==> config.mk <==
export PLATFORM = sky130hd
export DESIGN_NAME = m4rm_merge
export DESIGN_NICKNAME = d
export VERILOG_FILES = /design/src/m4rm_pkg.sv /design/src/m4rm_merge.sv
export SDC_FILE = /design/constraint.sdc
export NUM_CORES = 1
export LEC_CHECK = 0
export BUFFER_PORTS_ARGS = -buffer_cell sky130_fd_sc_hd__buf_2
export CAP_MARGIN = 5
export CORE_ASPECT_RATIO = 1.25
export CORE_MARGIN = 2
export CORE_UTILIZATION = 40
export CTS_CLUSTER_SIZE = 25
export DETAILED_ROUTE_END_ITERATION = 10
export PLACE_DENSITY = 0.65
export SYNTH_ARGS = -nofsm -noshare
export SYNTH_HDL_FRONTEND = slang
export SYNTH_SLANG_ARGS = --single-unit
==> constraint.sdc <==
create_clock -name aclk -period 9.71 [get_ports aclk]
set_input_delay 0 -clock aclk [delete_from_list [all_inputs] [get_ports aclk]]
set_output_delay 0 -clock aclk [all_outputs]
set_load 0.005 [all_outputs]
==> src/m4rm_pkg.sv <==
package m4rm_pkg;

    localparam int DIM            = 4;
    localparam int ELEM_W         = 32;
    localparam int ROW_W          = 2;
    localparam int DATA_WIDTH_DEF = 32;
    localparam int FRAC_BITS_DEF  = 16;

    // row number plus DIM elements, padded to whole bytes
    localparam int TDATA_W = ((ROW_W + DIM * ELEM_W + 7) / 8) * 8;

    // lane pipeline: products, pair sums, total, shift and clamp
    localparam int LAT        = 4;
    localparam int FIFO_DEPTH = 8;

    localparam logic FUNC_LOAD = 1'b0;
    localparam logic FUNC_MUL  = 1'b1;

    typedef struct packed {
        logic [ELEM_W-1:0] value;
        logic              sat;
    } lane_res_t;

endpackage

==> src/m4rm_merge.sv <==
module m4rm_merge (
    input  logic                                        aclk,
    input  logic                                        aresetn,
    input  logic                                        push,
    input  logic [m4rm_pkg::ROW_W-1:0]                  row,
    input  m4rm_pkg::lane_res_t [m4rm_pkg::DIM-1:0]     lane_res,
    output logic                                        m_tvalid,
    input  logic                                        m_tready,
    output logic [m4rm_pkg::TDATA_W-1:0]                m_tdata,
    output logic                                        m_tuser
);
    import m4rm_pkg::*;

    localparam int PTR_W = $clog2(FIFO_DEPTH);
    localparam int CNT_W = $clog2(FIFO_DEPTH + 1);

    logic [TDATA_W-1:0] data_mem [FIFO_DEPTH];
    logic               user_mem [FIFO_DEPTH];
    logic [PTR_W-1:0]   wr_ptr_reg, wr_ptr_next;
    logic [PTR_W-1:0]   rd_ptr_reg, rd_ptr_next;
    logic [CNT_W-1:0]   count_reg, count_next;

    logic [TDATA_W-1:0] beat_data;
    logic               beat_sat;
    logic               pop;

    // gather lane results into one beat
    always_comb begin
        beat_data = '0;
        beat_sat  = 1'b0;
        beat_data[ROW_W-1:0] = row;
        for (int j = 0; j < DIM; j++) begin
            beat_data[ROW_W + j*ELEM_W +: ELEM_W] = lane_res[j].value;
            beat_sat = beat_sat | lane_res[j].sat;
        end
    end

    assign pop = m_tvalid && m_tready;

    always_comb begin
        wr_ptr_next = push ? wr_ptr_reg + PTR_W'(1) : wr_ptr_reg;
        rd_ptr_next = pop  ? rd_ptr_reg + PTR_W'(1) : rd_ptr_reg;
        count_next  = count_reg + CNT_W'(push) - CNT_W'(pop);
    end

    always_ff @(posedge aclk) begin
        if (push) begin
            data_mem[wr_ptr_reg] <= beat_data;
            user_mem[wr_ptr_reg] <= beat_sat;
        end
    end

    always_ff @(posedge aclk) begin
        if (!aresetn) begin
            wr_ptr_reg <= '0;
            rd_ptr_reg <= '0;
            count_reg  <= '0;
        end else begin
            wr_ptr_reg <= wr_ptr_next;
            rd_ptr_reg <= rd_ptr_next;
            count_reg  <= count_next;
        end
    end

    assign m_tvalid = (count_reg != '0);
    assign m_tdata  = data_mem[rd_ptr_reg];
    assign m_tuser  = user_mem[rd_ptr_reg];

endmodule

==> reports/metrics.yaml <==
run_status:
  status: "finished, final reports clean"
clock_network:
  htreeDepth: 3
  cts_made_buffers: 101
  clockRootBuffer: "clkbuf_16"
  clock-sinks: 1061
  cts_tree: "yes"
  clockBufferDepth: 3
  insertion_delay_ps: 640
  clk_pin_slew_ps: 60
  postCtsSetupBuffers: 0
route:
  vias_per_cell: 5.20
  drcViolationCount: 0
  wire_per_inst_um: 23.2
  ant_nets: 0
  via_count: 18000
  wl_mm: 80.1
  first_pass_iters: 5
  drt_iter0_markers: 1277
global_route:
  grt_pass1_vias: 19700
  grt_util_all_layers: 0.156
  overflow: 0
  grt_first_pass_wirelength_mm: 120
  grt_max_degree: 103
  antenna_found_initial: 5
power_and_ir_drop:
  peakVddDrop_v: 0.000205
  total_power_uw: 10500
  power_density_mw_per_mm2: 220
  p_leak_uw: 0.0151
synthesis:
  synthArstFlopShare: 0
  ys_ff_latch: 1061
  synth_top_cell_area_share: 0.786
  synth_edf_count: 1048
  synthTopCellsByArea: "edfxtp_1, mux4_2, mux2_2"
  synth_xor_area_frac: 0.000656
  yosysWarningCount: 0
  synth_seq_area_share: 0.793
  synth_compound_area_frac: 0.000313
  yosysMostFrequentCell: "edfxtp_1"
  synth_mux_area_frac: 0.187
  synth_top_cell_by_area: "edfxtp_1"
  yosys.area_share.adder: 0.00238
  synth_top_family_by_area: "multiplexers"
  synth_cell_types: 28
  synth_flop_cell: "edfxtp_1"
  synthCells: 1594
  avgSynthCellArea_um2: 25.1
  synthTopCellsByCount: "edfxtp_1, mux4_2, mux2_2"
  syn-cell-area_mm2: 0.0400
  yosys.area_share.simple: 0.00431
placement:
  dpl-instance-area_mm2: 0.0429
  dp_hpwl_mm: 44.2
  io_buffer_count: 269
  routabilityCongestion: 0.694
critical_path:
  crit_path_end_kind: "primary output"
  path_max_fanout: 72
  required_ps: 9710
  worstSetupPathType: "flip-flop to primary output"
  arrival_ps: 4140
  cp-start-kind: "flip-flop"
floorplan:
  die_x_um: 287
  fp-row-count: 129
  ios: 276
  initial_core_util: 0.404
  die_h_um: 358
  dieArea_mm2: 0.103
  core_mm2: 0.0991
timing:
  period_needed_ps: 4140
  setup_viol: 0
  finalSetupTns_ps: 0
  worstMarginPinSlew_ps: 1100
  finalHoldViolations: 0
  skew_ps: 17.5
  fmax_ghz: 0.242
  rsz0062_at_grt: "no"
  fin_crit_sh: 0.426
  drv_slew: 0
  relSlewSlack: 0.269
finish:
  nets: 2205
  area_growth_pct: 18.7
  largest_reg_flops: 1040
  post_route_cells_drive_above_1_share: 0.395
  final_area_mm2: 0.0475
hold_path:
  hold_class: "input pin to flip-flop"
flow_run:
  max_cap_viol_count: 0
## layout by cell type (no fill, tap or decap), drive strengths merged
cell type       n
or4             1
a21o            1
fa              1
edfxtp       1048
or2             1
dfxtp          13
or3b            1
mux2          131
diode           2
clkbuf        122
nor3            2
ha              6
a21oi           1
mux2i           9
inv             9
bufinv         10
conb            6
nand2           9
nand2b          6
dlygate4sd3   136
xor2            1
nor2            7
and2            4
buf           302
mux4          262
nand3           1
nor2b           2
clkinv         48
xnor2           2
## critical path: stages, from the launching register on
cell and delay, ps:
dfxtp_4 1050, buf_4 770, buf_4 690, mux4_2 410, mux2_2 290, buf_2 130
## power by group
part           switching [uW]  leakage, uW  internal (uW)  total, uW
sequential               79.2      0.00963           5160       5240
clock                    1630      0.00159           2200       3830
combinational             642      0.00384            742       1380
## area by class of cell
type                            instances  area [um^2]
Clock inverter                         63          627
Fill cell                            7983        51600
Timing Repair Buffer                  438         2980
Multi-Input combinational cell        454         7860
Tap cell                             1310         1640
Inverter                                4         15.0
Sequential cell                      1061        31700
Clock buffer                          122         2630
Antenna cell                            2         5.00
## metrics by stage
stage,std cells,hold slack [ps],setup WS (ps),util
5_1_grt,3454,123,5340,0.479
3_3_place_gp,3131,253,6230,0.433
3_5_place_dp,3131,264,6200,0.433
2_1_floorplan,1599,98.9,3090,-
4_1_cts,3452,93.8,5460,0.479
6_report,3454,144,5570,0.479
## layer usage
metal  up-vias  routed length, um  global-route usage
met5         -                 21                   0
met4         4               1510              0.0417
met3       123               4300              0.0331
met2       442              41900               0.276
met1      9622              32400               0.195
li1       7763                  -                   -
## logic make-up after synthesis
family / Yosys count
flip-flops: 1061
other: 1
AO/OA/AOI/OAI: 2
XOR/XNOR: 3
AND/OR/NAND/NOR: 34
buffers and inverters: 84
adder cells (fa/ha/maj): 7
multiplexers: 402
## path summary, 6_finish.rpt
check	startpoint	to	slack (ps)	depth (start not counted)
max	flip-flop	m_tdata[98]	5570	5
min	lane_res[49]	data_mem[6][49]	140	2
min reg2reg	rd_ptr_reg[0]	flip-flop	500	2
max reg2reg	wr_ptr_reg[0]	data_mem[3][75]	6470	4
## repair_timing
item / in CTS / in global routing
hold buffers: 136 / 0
setup endpoints to repair: 0 / 0
hold endpoints to repair: 1061 / 0
gates resized for setup: 0 / 0
Power figures use the tool's default switching activity.
